[src/rtl/core/tts_pkg.sv]
// ----------------------------------------------------------------------------
// tts_pkg
// Shared types and constants for the text terminal: screen geometry, cell
// codes, the input mode codes and the command/status bundles between the
// controller and the datapath.
// ----------------------------------------------------------------------------
package tts_pkg;

	// screen geometry
	localparam int SCREEN_ROWS = 25;
	localparam int SCREEN_COLS = 80;
	localparam int CELL_COUNT  = SCREEN_ROWS * SCREEN_COLS;
	localparam int ADDR_W      = $clog2(CELL_COUNT);

	// field widths
	localparam int ROW_W   = 5;
	localparam int COL_W   = 7;
	localparam int CHAR_W  = 8;
	localparam int COLOR_W = 8;
	localparam int CELL_W  = 16;
	localparam int IN_W    = 24;
	localparam int OUT_W   = 32;

	// character and cell codes
	localparam logic [CHAR_W-1:0]  NEWLINE_CODE     = 8'h0A;
	localparam logic [CHAR_W-1:0]  SPACE_CODE       = 8'h20;
	localparam logic [CELL_W-1:0]  CLEAR_CELL       = 16'h0F20;
	localparam logic [COLOR_W-1:0] TEXT_COLOR_RESET = 8'h0F;

	// geometry in comparison widths
	localparam logic [ROW_W:0] ROWS_L = (ROW_W+1)'(SCREEN_ROWS);
	localparam logic [COL_W:0] COLS_L = (COL_W+1)'(SCREEN_COLS);

	// sweep end points
	localparam logic [ADDR_W-1:0] LAST_COPY = ADDR_W'(CELL_COUNT - SCREEN_COLS - 1);
	localparam logic [ADDR_W-1:0] LAST_CELL = ADDR_W'(CELL_COUNT - 1);

	typedef enum logic [1:0] {
		MODE_PUT_CURSOR = 2'd0,
		MODE_PUT_POS    = 2'd1,
		MODE_READ       = 2'd2,
		MODE_CLEAR      = 2'd3
	} mode_t;

	// store write source chosen by the controller
	typedef enum logic [1:0] {
		WR_NONE  = 2'd0,
		WR_ITEM  = 2'd1,
		WR_FILL  = 2'd2,
		WR_CLEAR = 2'd3
	} wr_sel_t;

	typedef struct packed {
		logic    latch_item;
		logic    exec_cursor;
		logic    cursor_clear;
		logic    set_scrolled;
		wr_sel_t wr_sel;
		logic    copy_rd;
		logic    cnt_inc;
		logic    cnt_zero;
		logic    out_load;
	} cmd_t;

	typedef struct packed {
		mode_t mode;
		logic  need_scroll;
		logic  cnt_last_copy;
		logic  cnt_last_cell;
		logic  out_free;
	} sts_t;

	// linear cell address of a screen position
	function automatic logic [ADDR_W-1:0] cell_addr(input logic [ROW_W-1:0] r,
			input logic [COL_W-1:0] c);
		logic [ADDR_W+ROW_W+COL_W-1:0] full;
		full = (ADDR_W+ROW_W+COL_W)'(r) * (ADDR_W+ROW_W+COL_W)'(SCREEN_COLS)
			+ (ADDR_W+ROW_W+COL_W)'(c);
		return full[ADDR_W-1:0];
	endfunction

endpackage

[src/rtl/core/tts_ctrl.sv]
// ----------------------------------------------------------------------------
// tts_ctrl
// Controller of the text terminal: takes one item at a time, runs store
// sweeps for scroll and clear, and hands results to the output register.
// ----------------------------------------------------------------------------
module tts_ctrl import tts_pkg::*; (
	input  logic clk,
	input  logic arst_n,
	input  logic in_valid,
	output logic in_ready,
	input  sts_t sts,
	output cmd_t cmd
);

	typedef enum logic [6:0] {
		ST_IDLE   = 7'b0000001,
		ST_EXEC   = 7'b0000010,
		ST_SCROLL = 7'b0000100,
		ST_DRAIN  = 7'b0001000,
		ST_FILL   = 7'b0010000,
		ST_CLEAR  = 7'b0100000,
		ST_RESP   = 7'b1000000
	} state_t;

	state_t state_q;
	state_t state_d;
	logic   item_pend_q;

	assign in_ready = (state_q == ST_IDLE);

	// next state and commands
	always_comb begin
		state_d = state_q;
		cmd     = '0;
		case (state_q)
			ST_IDLE: begin
				if (in_valid) begin
					cmd.latch_item = 1'b1;
					state_d        = ST_EXEC;
				end
			end
			ST_EXEC: begin
				cmd.exec_cursor = 1'b1;
				cmd.wr_sel      = WR_ITEM;
				if (sts.mode == MODE_CLEAR) begin
					cmd.cursor_clear = 1'b1;
					cmd.wr_sel       = WR_NONE;
					state_d          = ST_CLEAR;
				end else if (sts.need_scroll) begin
					cmd.set_scrolled = 1'b1;
					state_d          = ST_SCROLL;
				end else if (sts.out_free) begin
					cmd.out_load = 1'b1;
					state_d      = ST_IDLE;
				end else begin
					state_d = ST_RESP;
				end
			end
			ST_SCROLL: begin
				cmd.copy_rd = 1'b1;
				cmd.cnt_inc = 1'b1;
				if (sts.cnt_last_copy) begin
					state_d = ST_DRAIN;
				end
			end
			ST_DRAIN: begin
				state_d = ST_FILL;
			end
			ST_FILL: begin
				cmd.wr_sel = WR_FILL;
				if (sts.cnt_last_cell) begin
					cmd.cnt_zero = 1'b1;
					state_d      = ST_RESP;
				end else begin
					cmd.cnt_inc = 1'b1;
				end
			end
			ST_CLEAR: begin
				cmd.wr_sel = WR_CLEAR;
				if (sts.cnt_last_cell) begin
					cmd.cnt_zero = 1'b1;
					state_d      = item_pend_q ? ST_RESP : ST_IDLE;
				end else begin
					cmd.cnt_inc = 1'b1;
				end
			end
			ST_RESP: begin
				if (sts.out_free) begin
					cmd.out_load = 1'b1;
					state_d      = ST_IDLE;
				end
			end
			default: begin
				state_d = ST_IDLE;
			end
		endcase
	end

	// state register, reset starts the clearing pass
	always_ff @(posedge clk or negedge arst_n) begin
		if (!arst_n) begin
			state_q     <= ST_CLEAR;
			item_pend_q <= 1'b0;
		end else begin
			state_q <= state_d;
			if (cmd.latch_item) begin
				item_pend_q <= 1'b1;
			end else if (cmd.out_load) begin
				item_pend_q <= 1'b0;
			end
		end
	end

endmodule

[config.mk]
export PLATFORM = sky130hd
export DESIGN_NAME = tts_ctrl
export DESIGN_NICKNAME = d
export VERILOG_FILES = /design/src/rtl/core/tts_pkg.sv /design/src/rtl/core/tts_ctrl.sv
export SDC_FILE = /design/constraint.sdc
export NUM_CORES = 1
export LEC_CHECK = 0
export BUFFER_PORTS_ARGS = -buffer_cell sky130_fd_sc_hd__buf_4
export CORE_AREA = 5 5 42 44
export CTS_CLUSTER_SIZE = 25
export DETAILED_ROUTE_END_ITERATION = 16
export DIE_AREA = 0 0 47 49
export GPL_TIMING_DRIVEN = 0
export PLACE_DENSITY_LB_ADDON = 0.12
export SYNTH_ARGS = -nofsm -noshare
export SYNTH_HDL_FRONTEND = slang
export SYNTH_SLANG_ARGS = --single-unit
[constraint.sdc]
create_clock -name clk -period 6.1 [get_ports clk]
set_input_delay 1.525 -clock clk [delete_from_list [all_inputs] [get_ports clk]]
set_output_delay 1.525 -clock clk [all_outputs]
set_load 0.005 [all_outputs]
# ---- Word-level counts from Yosys, hierarchy flattened
# Cells that the tools add are included.
# Widths: inputs -> output; s select.
dict set report word_totals {
  register_bits 8
  out_inout_bits 11
}
dict set report op_classes {
  reduce_logical 3
  eq_ne 13
  muxes 29
}
# operator n
set ops {}
lappend ops {{$mux 7} 9}
lappend ops {{$pmux 7 s7} 1}
lappend ops {{$mux 1} 15}
lappend ops {{$ne 2x2->1 const B} 5}
lappend ops {{$eq 7x1->1 const B} 1}
lappend ops {{$eq 7x2->1 const B} 1}
lappend ops {{$eq 7x3->1 const B} 1}
lappend ops {{$eq 7x4->1 const B} 1}
lappend ops {{$eq 7x5->1 const B} 1}
lappend ops {{$eq 7x6->1 const B} 1}
lappend ops {{$eq 7x7->1 const B} 1}
lappend ops {{$pmux 2 s3} 1}
lappend ops {{$reduce_and 5->1} 1}
lappend ops {{$pmux 1 s2} 2}
lappend ops {{$mux 3} 1}
lappend ops {{$eq 2x2->1 const B} 1}
lappend ops {{$reduce_bool 2->1} 1}
lappend ops {{$reduce_or 2->1} 1}

# ---- Logic depth before layout (Yosys ltp)
# Gate-level depths: netlist of run 1.
dict set report depth {
  depth_word 6
  depth_mapped 6
  mapped_depth_nobuf 5
}

# ---- Worst setup path before layout of run 1
# No wires, ideal clock.
dict set report synth_timing {
  path_type {input -> output}
  startpoint {input sts[1] (netlist name)}
  endpoint {output cmd[2] (netlist name)}
  path_buffers 0
  path_stages 2
  setup_slack_ns 2.421
  arrival_time_ns 2.154
  cell_sequence {or4_1 -> nand2_1}
}
# item line_no
set synth_lines {}
lappend synth_lines {{start: declaration} tts_ctrl.sv:11} ;# input sts_t sts,
lappend synth_lines {{end: declaration} tts_ctrl.sv:12} ;# output cmd_t cmd

==> impl_summary.log, run 1 <==
INFO  metric outcome = completed
INFO  metric post-cts-setup-buffers = 0
INFO  metric track_usage = 0.162
INFO  metric syn2layout_area_growth = 29.3%
INFO  metric 1st_pass_router_iterations = 5
INFO  metric main_combinational_cell_family_by_area_after_synthesis = simple AND/OR/NAND/NOR gates
INFO  metric hold_viol = 0
INFO  metric num_vias = 661
INFO  metric final.period_utilization = 0.646
INFO  metric synth.distinct_cells = 40
INFO  metric floorplan.initialDensity = 0.460
INFO  metric critPathCaptureType = output pin
INFO  metric number_of_global_route_vias_before_repair = 610
INFO  metric post-route-drc-count = 0
INFO  metric final_period_minus_worst_setup_slack = 3940 ps
INFO  metric final_stage_net_count = 110
INFO  metric pin_count_of_the_biggest_net_entering_global_routing = 11
INFO  metric post_synth_edffs = 0
INFO  metric p_sw_frac = 0.396
INFO  metric total_of_max_cap_violations = 0
INFO  metric path_clk_slew = 60 ps
INFO  metric share_of_cells_above_drive_strength_1 = 0.360
INFO  metric total_half_perimeter_wirelength_after_legalization_and_detailed_placement = 1280 µm
INFO  metric timing.hold.worst.start = item_pend_q
INFO  metric critPathLaunch = sts[1]
INFO  metric data_required_time_at_the_worst_endpoint = 4580 ps
INFO  metric die_footprint = 2300 µm²
INFO  metric grt_pass1_wl = 2770 µm
INFO  metric vdd_drop_max = 0.000155 V
INFO  metric synth_top_area_share = 0.272
INFO  metric synth-xor-area-share = 0.0272
INFO  metric vias_per_cell = 5.70
INFO  metric final_antenna_net_count = 0
INFO  metric share_seq_of_total_power = 0.276
INFO  metric holdCritPathClass = flop to flop
INFO  metric port_buffers = 19
INFO  metric routabilityCongestion = 0.901
INFO  metric clockRootBuffer = sky130_fd_sc_hd__clkbuf_4
INFO  metric tritoncts = yes
INFO  metric drt-wirelength-per-cell = 14.1 µm
INFO  metric yosys-mux-area-fraction = 0
INFO  metric tritoncts_num_sinks = 8
INFO  metric power.share.clock = 0.168
INFO  metric crit_path_max_fanout = 5
INFO  metric internal_power = 0.169 mW
INFO  metric number_of_antenna_violations_at_the_first_check_in_global_routing = 0
INFO  metric max-slew-margin-rel = 0.504
INFO  metric ctsLongestPathBuffers = 2
INFO  metric seq_cells_post_synth = 8
INFO  metric synth_area_leaders = sky130_fd_sc_hd__dfrtp_1 27%, sky130_fd_sc_hd__dfstp_2 4.1%, sky130_fd_sc_hd__inv_1 3.5%
INFO  metric leakage = 0.391 nW
INFO  metric crit-reg2reg-launch = state_q[2]
INFO  metric hold_depth = 2
INFO  metric yosys.area.top_type = sky130_fd_sc_hd__dfrtp_1
INFO  metric worst-endpoint-arrival = 2420 ps
INFO  metric die_h = 49 µm
INFO  metric detail_route.iter0.violations = 17
INFO  metric critical_path_startpoint_category = input pin
INFO  metric cts-hold-fix-buffers = 0
INFO  metric fp.dieW = 47 µm
INFO  metric n_antenna_cell = 0
INFO  metric timing.reg2reg.setup_slack = 4170 ps
INFO  metric hold-worst-slack = 557 ps
INFO  metric ios = 20
INFO  metric finalClockSkew = 4.18 ps
INFO  metric core_area = 1400 µm²
INFO  metric synthAdderAreaFrac = 0
INFO  metric comb_power_share = 0.556
INFO  metric post_cts.resized_instances = 0
INFO  metric num_rows = 14
INFO  metric final_cell_mix = 20 x sky130_fd_sc_hd__buf_4, 7 x sky130_fd_sc_hd__dfrtp_1, 6 x sky130_fd_sc_hd__nor2_1, 6 x sky130_fd_sc_hd__inv_1, 6 x sky130_fd_sc_hd__nand2_1
INFO  metric r2r_end = state_q[4]
INFO  metric worst_slew_pin_slew = 738 ps
INFO  metric grt-ovfl-total = 0
INFO  metric clock_insertion_delay_worst_skew = 260 ps
INFO  metric setup_repair_after_global_routing_missed_its_margin = no
INFO  metric async_flop_share = 1.00
INFO  metric ys.warnings.count = 0
INFO  metric ys.flop_type = sky130_fd_sc_hd__dfrtp_1
INFO  metric synth.yosys.seq_area_share = 0.313
INFO  metric rr_worst_depth = 4
INFO  metric power_density = 337 nW/µm²
INFO  metric net-switching-power = 0.111 mW
INFO  metric cts_made_buffers = 3
INFO  metric mostFrequentLayoutCell = sky130_fd_sc_hd__buf_4
INFO  metric cts_htree_levels = 1
INFO  metric worstSetupPathType = input pin to output pin
INFO  metric setup_tns = 0 ps
INFO  metric mean_area_per_synthesized_cell = 8.37 µm²
INFO  metric syn_inst = 77
INFO  metric drt_wl_total = 1640 µm
INFO  metric synth.net_count = 86
INFO  metric maxClockFrequency = 254 MHz
INFO  metric summed_instance_area_of_the_synthesized_netlist = 644 µm²
INFO  metric setup-violations-final = 0
INFO  metric whs_endpoint = item_pend_q
INFO  metric synth_simple_gate_area_share = 0.351
INFO  metric synth_compound_gate_area_share = 0.217
INFO  metric final-max-slew-violation-count = 0
==> cell usage after synthesis (2+ instances only) <==
library cell	number
sky130_fd_sc_hd__or4_4	2
sky130_fd_sc_hd__or3b_2	2
sky130_fd_sc_hd__a21oi_1	3
sky130_fd_sc_hd__or4_1	2
sky130_fd_sc_hd__nand2_1	6
sky130_fd_sc_hd__inv_1	6
sky130_fd_sc_hd__and2_1	2
sky130_fd_sc_hd__nor4_1	2
sky130_fd_sc_hd__nor3_1	3
sky130_fd_sc_hd__or2_2	2
sky130_fd_sc_hd__nor4b_1	2
sky130_fd_sc_hd__nand3_1	2
sky130_fd_sc_hd__clkbuf_1	2
sky130_fd_sc_hd__o211ai_1	2
sky130_fd_sc_hd__o21ai_0	3
sky130_fd_sc_hd__nor2_1	6
sky130_fd_sc_hd__dfrtp_1	7
==> metal layers <==
layer	GRT usage	wire length [µm]
met1	0.226	675
met2	0.238	810
met3	0.0406	125
met4	0.0553	25
met5	0	0
==> worst max-delay path: stages <==
cell and delay, ps:
sky130_fd_sc_hd__buf_4 120, sky130_fd_sc_hd__or4_1 560, sky130_fd_sc_hd__nand2_1 100, sky130_fd_sc_hd__buf_4 100
==> through the flow <==
step	util	setup WS (ps)	cells	power (mW)	instance area (µm²)
global placement	0.576	2160	112	0.231	807
finish	0.595	2160	116	0.281	833
CTS	0.595	2160	116	0.280	833
floorplan	-	2420	77	0.184	644
detailed placement	0.576	2160	112	0.234	807
global route	0.595	2110	116	0.300	833
==> cell families (layout without fill, tap and decap cells) <==
| group | after synthesis | count (layout) |
|---|---|---|
| xor gates and xnor gates | 2 | 2 |
| DFF | 8 | 8 |
| and+or+nand+nor | 37 | 37 |
| buffers and inverters | 12 | 35 |
| AOI/OAI and AO/OA | 18 | 18 |
==> sequential cells by signal, summed over array words and instances (netlist names) <==
| register | count |
|---|---|
| item_pend_q | 1 |
| state_q | 7 |
==> layout make-up <==
| type | count | area [µm²] |
|---|---|---|
| well taps | 16 | 20.0 |
| plain buffers | 5 | 31.3 |
| clock buffers | 4 | 26.3 |
| inverters | 7 | 27.5 |
| fillers | 136 | 568 |
| repair buffers | 19 | 143 |
| multi-input cells | 57 | 384 |
| flip-flops and latches | 8 | 201 |
==> power groups by stage <==
stage                     logic (mW)  clock network [mW]  registers, mW
final                          0.156              0.0473         0.0774
after global routing           0.170              0.0507         0.0794
after CTS                      0.156              0.0468         0.0775
after detailed placement       0.155                   0         0.0784
after global placement         0.153                   0         0.0780
after floorplan                0.109                   0         0.0755
==> how the worst max path moves through the flow <==
stage,endpoint,cells past startpoint
after floorplan,cmd[2],2
after global placement,cmd[2],4
after detailed placement,cmd[2],4
after CTS,cmd[2],4
after global routing,cmd[0],5
final,cmd[2],4
(Power assumes the default switching activity.)
==> run 2, diff against run 1 <==
--- a/config.mk
+++ b/config.mk
@@ -5,11 +5,12 @@
 export SDC_FILE = /design/constraint.sdc
 export NUM_CORES = 1
 export LEC_CHECK = 0
+export ABC_AREA = 1
 export BUFFER_PORTS_ARGS = -buffer_cell sky130_fd_sc_hd__buf_4
-export CORE_AREA = 5 5 42 44
+export CORE_MARGIN = 5
+export CORE_UTILIZATION = 48
 export CTS_CLUSTER_SIZE = 25
 export DETAILED_ROUTE_END_ITERATION = 16
-export DIE_AREA = 0 0 47 49
 export GPL_TIMING_DRIVEN = 0
 export PLACE_DENSITY_LB_ADDON = 0.12
 export SYNTH_ARGS = -nofsm -noshare
==> constraint.sdc (replaced) <==
create_clock -name clk -period 3.74 [get_ports clk]
set_input_delay 0.935 -clock clk [delete_from_list [all_inputs] [get_ports clk]]
set_output_delay 0.935 -clock clk [all_outputs]
set_load 0.005 [all_outputs]
==> run 2 against run 1 <==
Effect of this change:
- clock skew rose by 10 ps
- routed wire length fell by 16%
- via count fell by 2.6%
- combinational power rose by 49%
- design area fell by 0.60%
- flip-flop and latch count did not move
- first-iteration DRC count fell by 53%
- final cell count rose by 16%
- power rose by 54%
- utilization rose by 5.0 points
- largest cell class unchanged
- largest power group unchanged
==> impl_summary.log, run 2 <==
INFO  metric total_half_perimeter_wirelength_after_legalization_and_detailed_placement = 1190 µm
INFO  metric post-cts-setup-buffers = 0
INFO  metric clockRootBuffer = sky130_fd_sc_hd__clkbuf_4
INFO  metric number_of_antenna_violations_at_the_first_check_in_global_routing = 0
INFO  metric cts_htree_levels = 1
INFO  metric grt-ovfl-total = 0
INFO  metric drt_wl_total = 1380 µm
INFO  metric synth.distinct_cells = 20
INFO  metric comb_power_share = 0.538
INFO  metric leakage = 0.472 nW
INFO  metric tritoncts_num_sinks = 8
INFO  metric finalClockSkew = 14.5 ps
INFO  metric power.share.clock = 0.168
INFO  metric seq_cells_post_synth = 8
INFO  metric ys.flop_type = sky130_fd_sc_hd__dfrtp_1
INFO  metric grt_pass1_wl = 2350 µm
INFO  metric num_rows = 13
INFO  metric critPathCaptureType = output pin
INFO  metric final_cell_mix = 20 x sky130_fd_sc_hd__nand2_1, 20 x sky130_fd_sc_hd__buf_4, 17 x sky130_fd_sc_hd__nor2_1
INFO  metric path_clk_slew = 60 ps
INFO  metric overall_power = 0.432 mW
INFO  metric drt-wirelength-per-cell = 10.2 µm
INFO  metric net-switching-power = 0.187 mW
INFO  metric largest_register_ff_count = 7
INFO  metric p_sw_frac = 0.432
INFO  metric share_seq_of_total_power = 0.294
INFO  metric placed_cells = 131
INFO  metric track_usage = 0.160
INFO  metric n_fill_cell = 124
INFO  metric cts-hold-fix-buffers = 0
INFO  metric syn_inst = 97
INFO  metric holdCritPathClass = input pin to asynchronous set/reset pin
INFO  metric power_density = 522 nW/µm²
INFO  metric max-slew-margin-rel = 0.783
INFO  metric synth_area_leaders = sky130_fd_sc_hd__dfrtp_1 27%, sky130_fd_sc_hd__nand2_1 12%, sky130_fd_sc_hd__nor2_1 10%
INFO  metric number_of_global_route_vias_before_repair = 589
INFO  metric die_h = 46.5 µm
INFO  metric setup_repair_after_global_routing_missed_its_margin = no
INFO  metric setup-violations-final = 0
INFO  metric final_period_minus_worst_setup_slack = 2470 ps
INFO  metric mean_area_per_synthesized_cell = 6.60 µm²
INFO  metric detail_route.iter0.violations = 8
INFO  metric vdd_drop_max = 0.000245 V
INFO  metric async_flop_share = 1.00
INFO  metric summed_instance_area_of_the_synthesized_netlist = 641 µm²
INFO  metric ctsLongestPathBuffers = 2
INFO  metric share_of_cells_above_drive_strength_1 = 0.375
INFO  metric fp.dieW = 46.5 µm
INFO  metric hold_viol = 0
INFO  metric port_buffers = 19
INFO  metric setup_tns = 0 ps
INFO  metric data_required_time_at_the_worst_endpoint = 2800 ps
INFO  metric rr_worst_depth = 9
INFO  metric final-max-slew-violation-count = 0
INFO  metric 1st_pass_router_iterations = 4
INFO  metric worst_slew_pin_slew = 324 ps
INFO  metric worst-endpoint-arrival = 1540 ps
INFO  metric finish.cell_count_without_fillers = 135
INFO  metric die_footprint = 2170 µm²
INFO  metric critical_path_startpoint_category = input pin
INFO  metric netlist_top_cells_count = 20 x sky130_fd_sc_hd__nand2_1, 17 x sky130_fd_sc_hd__nor2_1, 15 x sky130_fd_sc_hd__inv_1, 8 x sky130_fd_sc_hd__nand3_1, 7 x sky130_fd_sc_hd__dfrtp_1
INFO  metric worstSetupPathType = input pin to output pin
INFO  metric post-route-drc-count = 0
INFO  metric vias_per_cell = 4.77
INFO  metric tritoncts = yes
INFO  metric pin_count_of_the_biggest_net_entering_global_routing = 9
INFO  metric internal_power = 0.245 mW
INFO  metric num_vias = 644
INFO  metric outcome = completed
INFO  metric routabilityCongestion = 0.823
INFO  metric ys.warnings.count = 0
INFO  metric final_stage_net_count = 130
INFO  metric n_antenna_cell = 0
INFO  metric synth_most_common_cell = sky130_fd_sc_hd__nand2_1
INFO  metric registers.top_by_ff_count = state_q
INFO  metric largest_registers = state_q x7, item_pend_q x1
INFO  metric final_antenna_net_count = 0
INFO  metric ios = 20
INFO  metric synth.net_count = 106
INFO  metric total_of_max_cap_violations = 0
INFO  metric crit_path_max_fanout = 5
INFO  metric floorplan.initialDensity = 0.499
INFO  metric cts_made_buffers = 3
INFO  metric syn2layout_area_growth = 29.3%
INFO  metric post_synth_edffs = 0
INFO  metric maxClockFrequency = 405 MHz
INFO  metric synth.yosys.seq_area_share = 0.314
INFO  metric synth_top_area_share = 0.273
INFO  metric final.period_utilization = 0.661
INFO  metric yosys.area.top_type = sky130_fd_sc_hd__dfrtp_1
INFO  metric clock_insertion_delay_worst_skew = 260 ps
INFO  metric core_area = 1280 µm²
INFO  metric post_cts.resized_instances = 0
==> run 2: stage by stage <==
stage                util  instance area (µm²)  setup WS (ps)  hold slack, ps
finish              0.645                  828           1270             475
global route        0.645                  828           1180             476
CTS                 0.645                  828           1260             479
detailed placement  0.624                  802           1270             541
global placement    0.624                  802           1280             530
floorplan               -                  641           1540             502
==> run 2: worst paths after layout <==
path / start / endpoint / slack, ps
worst min register to register: state_q[4] / state_q[4] / 550
worst max register to register: state_q[5] / state_q[4] / 2440
min in group clk: state_q[4] / state_q[4] / 550
worst min-delay path: arst_n / item_pend_q / 470
max in group asynchronous: arst_n / state_q[5] / 3030
worst max-delay path: sts[4] / cmd[6] / 1270
==> run 2: final cells by class <==
| cell class | count | area (µm²) | area share |
|---|---|---|---|
| plain buffers | 1 | 7.51 | 0.00906 |
| clock buffers | 4 | 26.3 | 0.0317 |
| inverters | 22 | 82.6 | 0.0997 |
| well taps | 15 | 18.8 | 0.0227 |
| multi-input cells | 66 | 349 | 0.421 |
| repair buffers | 19 | 143 | 0.172 |
| flip-flops and latches | 8 | 201 | 0.243 |
==> run 2: cells by family (layout without fill, tap and decap cells) <==
family / Yosys count / count (layout) / synth area share
AOI/OAI and AO/OA: 6 / 6 / 0.0606
buffers and inverters: 23 / 46 / 0.141
DFF: 8 / 8 / 0.314
and+or+nand+nor: 60 / 60 / 0.484
==> run 2: power by group through the flow <==
stage | sequential [mW] | combinational (mW) | clock [mW]
CTS | 0.127 | 0.237 | 0.0739
finish | 0.127 | 0.233 | 0.0726
floorplan | 0.125 | 0.165 | 0
detailed placement | 0.128 | 0.236 | 0
global route | 0.130 | 0.265 | 0.0782
global placement | 0.127 | 0.233 | 0
==> run 2: routing by layer <==
layer	vias to the layer above	global-route usage	wire length, µm
met5	-	0	0
met4	0	0.0852	33
met3	5	0.0547	104
met2	19	0.272	652
met1	283	0.171	588
li1	337	-	-
==> run 2: worst max-delay path, stage by stage <==
cell and delay (ps):
sky130_fd_sc_hd__buf_4 100, sky130_fd_sc_hd__nand2_1 150, sky130_fd_sc_hd__nand2_1 120, sky130_fd_sc_hd__nor2_1 110, sky130_fd_sc_hd__buf_4 120
==> run 3, diff against run 2 <==
--- a/config.mk
+++ b/config.mk
@@ -5,7 +5,7 @@
 export SDC_FILE = /design/constraint.sdc
 export NUM_CORES = 1
 export LEC_CHECK = 0
-export ABC_AREA = 1
+export ABC_AREA = 0
 export BUFFER_PORTS_ARGS = -buffer_cell sky130_fd_sc_hd__buf_4
 export CORE_MARGIN = 5
 export CORE_UTILIZATION = 48
==> constraint.sdc (replaced) <==
create_clock -name clk -period 2.4 [get_ports clk]
set_input_delay 0.6 -clock clk [delete_from_list [all_inputs] [get_ports clk]]
set_output_delay 0.6 -clock clk [all_outputs]
set_load 0.005 [all_outputs]
==> run 3 against run 2 <==
Effect of this change:
- the flow now finishes with violations (setup timing)
- clock power rose by 72%
- critical path depth shrank 1
- design area rose by 17%
- via count grew 8.2%
- sequential power grew 68%
- worst hold slack got worse by 340 ps
- critical path type is now flop to output pin
- critical endpoint is now cmd[9]
- largest cell class unchanged
- largest power group unchanged
==> impl_summary.log, run 3 (synthesized netlist as in run 1, its figures left out) <==
INFO  metric final.period_utilization = 1.07
INFO  metric outcome = complete, but fails checks
INFO  metric ios = 20
INFO  metric share_seq_of_total_power = 0.240
INFO  metric ctsLongestPathBuffers = 2
INFO  metric cts-hold-fix-buffers = 0
INFO  metric grt-ovfl-total = 0
INFO  metric timing.reg2reg.setup_slack = 350 ps
INFO  metric holdCritPathClass = input pin to asynchronous set/reset pin
INFO  metric total_half_perimeter_wirelength_after_legalization_and_detailed_placement = 1280 µm
INFO  metric placed_cells = 111
INFO  metric largest_registers = state_q x7, item_pend_q x1
INFO  metric track_usage = 0.202
INFO  metric setup_slack = -172 ps
INFO  metric setup-violations-final = 3
INFO  metric clock_insertion_delay_worst_skew = 270 ps
INFO  metric drt-wirelength-per-cell = 16.4 µm
INFO  metric largest_register_ff_count = 7
INFO  metric grt_pass1_wl = 2990 µm
INFO  metric final_stage_net_count = 118
INFO  metric pin_count_of_the_biggest_net_entering_global_routing = 11
INFO  metric drt_wl_total = 2010 µm
INFO  metric violations = setup timing
INFO  metric post-route-drc-count = 0
INFO  metric num_rows = 13
INFO  metric p_sw_frac = 0.400
INFO  metric n_antenna_cell = 0
INFO  metric die_h = 46.6 µm
INFO  metric setup_tns = -408 ps
INFO  metric detail_route.iter0.violations = 15
INFO  metric tritoncts_num_sinks = 8
INFO  metric vdd_drop_max = 0.000753 V
INFO  metric final_cell_mix = 26 x sky130_fd_sc_hd__buf_4, 6 x sky130_fd_sc_hd__nor2_1, 6 x sky130_fd_sc_hd__inv_1
INFO  metric worst_slew_pin_slew = 460 ps
INFO  metric num_vias = 697
INFO  metric core_area = 1280 µm²
INFO  metric cts_made_buffers = 3
INFO  metric crit_path_max_fanout = 7
INFO  metric registers.top_by_ff_count = state_q
INFO  metric setup_repair_after_global_routing_missed_its_margin = yes
INFO  metric hold_viol = 0
INFO  metric fp.dieW = 46.6 µm
INFO  metric total_of_max_cap_violations = 0
INFO  metric critPathCaptureType = output pin
INFO  metric power_density = 917 nW/µm²
INFO  metric number_of_antenna_violations_at_the_first_check_in_global_routing = 0
INFO  metric 1st_pass_router_iterations = 4
INFO  metric hold-worst-slack = 136 ps
INFO  metric net-switching-power = 0.355 mW
INFO  metric overall_power = 0.887 mW
INFO  metric final_antenna_net_count = 0
INFO  metric syn2layout_area_growth = 50.1%
INFO  metric leakage = 0.440 nW
INFO  metric clockRootBuffer = sky130_fd_sc_hd__clkbuf_4
INFO  metric worst-endpoint-arrival = 1970 ps
INFO  metric finish.cell_count_without_fillers = 123
INFO  metric internal_power = 0.532 mW
INFO  metric final_period_minus_worst_setup_slack = 2570 ps
INFO  metric vias_per_cell = 5.67
INFO  metric worstSetupPathType = flop to output pin
INFO  metric cts_htree_levels = 1
INFO  metric tritoncts = yes
INFO  metric max-slew-margin-rel = 0.691
INFO  metric critical_path_startpoint_category = flop
INFO  metric power.share.clock = 0.141
INFO  metric n_fill_cell = 91
INFO  metric maxClockFrequency = 389 MHz
INFO  metric final-max-slew-violation-count = 0
INFO  metric floorplan.initialDensity = 0.501
INFO  metric path_clk_slew = 60 ps
INFO  metric share_of_cells_above_drive_strength_1 = 0.519
INFO  metric routabilityCongestion = 0.891
INFO  metric number_of_global_route_vias_before_repair = 682
INFO  metric port_buffers = 19
INFO  metric data_required_time_at_the_worst_endpoint = 1800 ps
INFO  metric finalClockSkew = 1.07 ps
INFO  metric mostFrequentLayoutCell = sky130_fd_sc_hd__buf_4
INFO  metric die_footprint = 2180 µm²
INFO  metric comb_power_share = 0.619
==> run 3: repair_timing <==
action                     in CTS  in global routing
pin swaps                       4                  4
setup buffers                   8                  1
setup endpoints to repair       5                  8
resized for setup               9                 10
==> run 3: worst paths after layout <==
check,from,cells past startpoint,endpoint
max in group asynchronous,arst_n,1,state_q[5]
hold / removal,arst_n,1,item_pend_q
hold reg to reg,item_pend_q,2,item_pend_q
min in group clk,item_pend_q,2,item_pend_q
setup / recovery,state_q[3],4,cmd[9]
setup reg to reg,state_q[3],5,state_q[4]
==> run 3: layout make-up <==
class | count | area, µm² | share of cell area
Sequential cell | 8 | 206 | 0.213
Multi-Input combinational cell | 57 | 442 | 0.457
Inverter | 7 | 31.3 | 0.0323
Buffer | 4 | 21.3 | 0.0220
Timing Repair Buffer | 28 | 221 | 0.229
Tap cell | 15 | 18.8 | 0.0194
Clock buffer | 4 | 26.3 | 0.0272
==> run 3: per-layer routing <==
metal  vias to the layer above  global-route usage  share of wire
li1                        344                   -              -
met1                       334               0.248           0.45
met2                        14               0.335           0.49
met3                         5              0.0352          0.039
met4                         0              0.0994          0.019
met5                         -                   0              0
==> run 3: power by group through the flow <==
| stage | registers, mW | clock network (mW) | logic [mW] |
|---|---|---|---|
| 3_5_place_dp | 0.200 | 0 | 0.389 |
| 4_1_cts | 0.206 | 0.123 | 0.487 |
| 5_1_grt | 0.217 | 0.128 | 0.588 |
| 2_1_floorplan | 0.192 | 0 | 0.277 |
| 6_report | 0.213 | 0.125 | 0.549 |
| 3_3_place_gp | 0.198 | 0 | 0.388 |
==> run 3: per-stage QoR <==
step	util	worst slack (ps)	area, µm²
6_report	0.753	-172	967
5_1_grt	0.753	-201	967
4_1_cts	0.707	-171	908
3_5_place_dp	0.627	53.6	806
3_3_place_gp	0.627	61.6	806
2_1_floorplan	-	235	644
==> run 3: worst max-delay path, cell delays in order, from the launching register on <==
cell and delay, ps:
sky130_fd_sc_hd__dfrtp_2 450, sky130_fd_sc_hd__or4b_1 530, sky130_fd_sc_hd__or4_4 480, sky130_fd_sc_hd__nor2_1 120
sky130_fd_sc_hd__buf_4 120
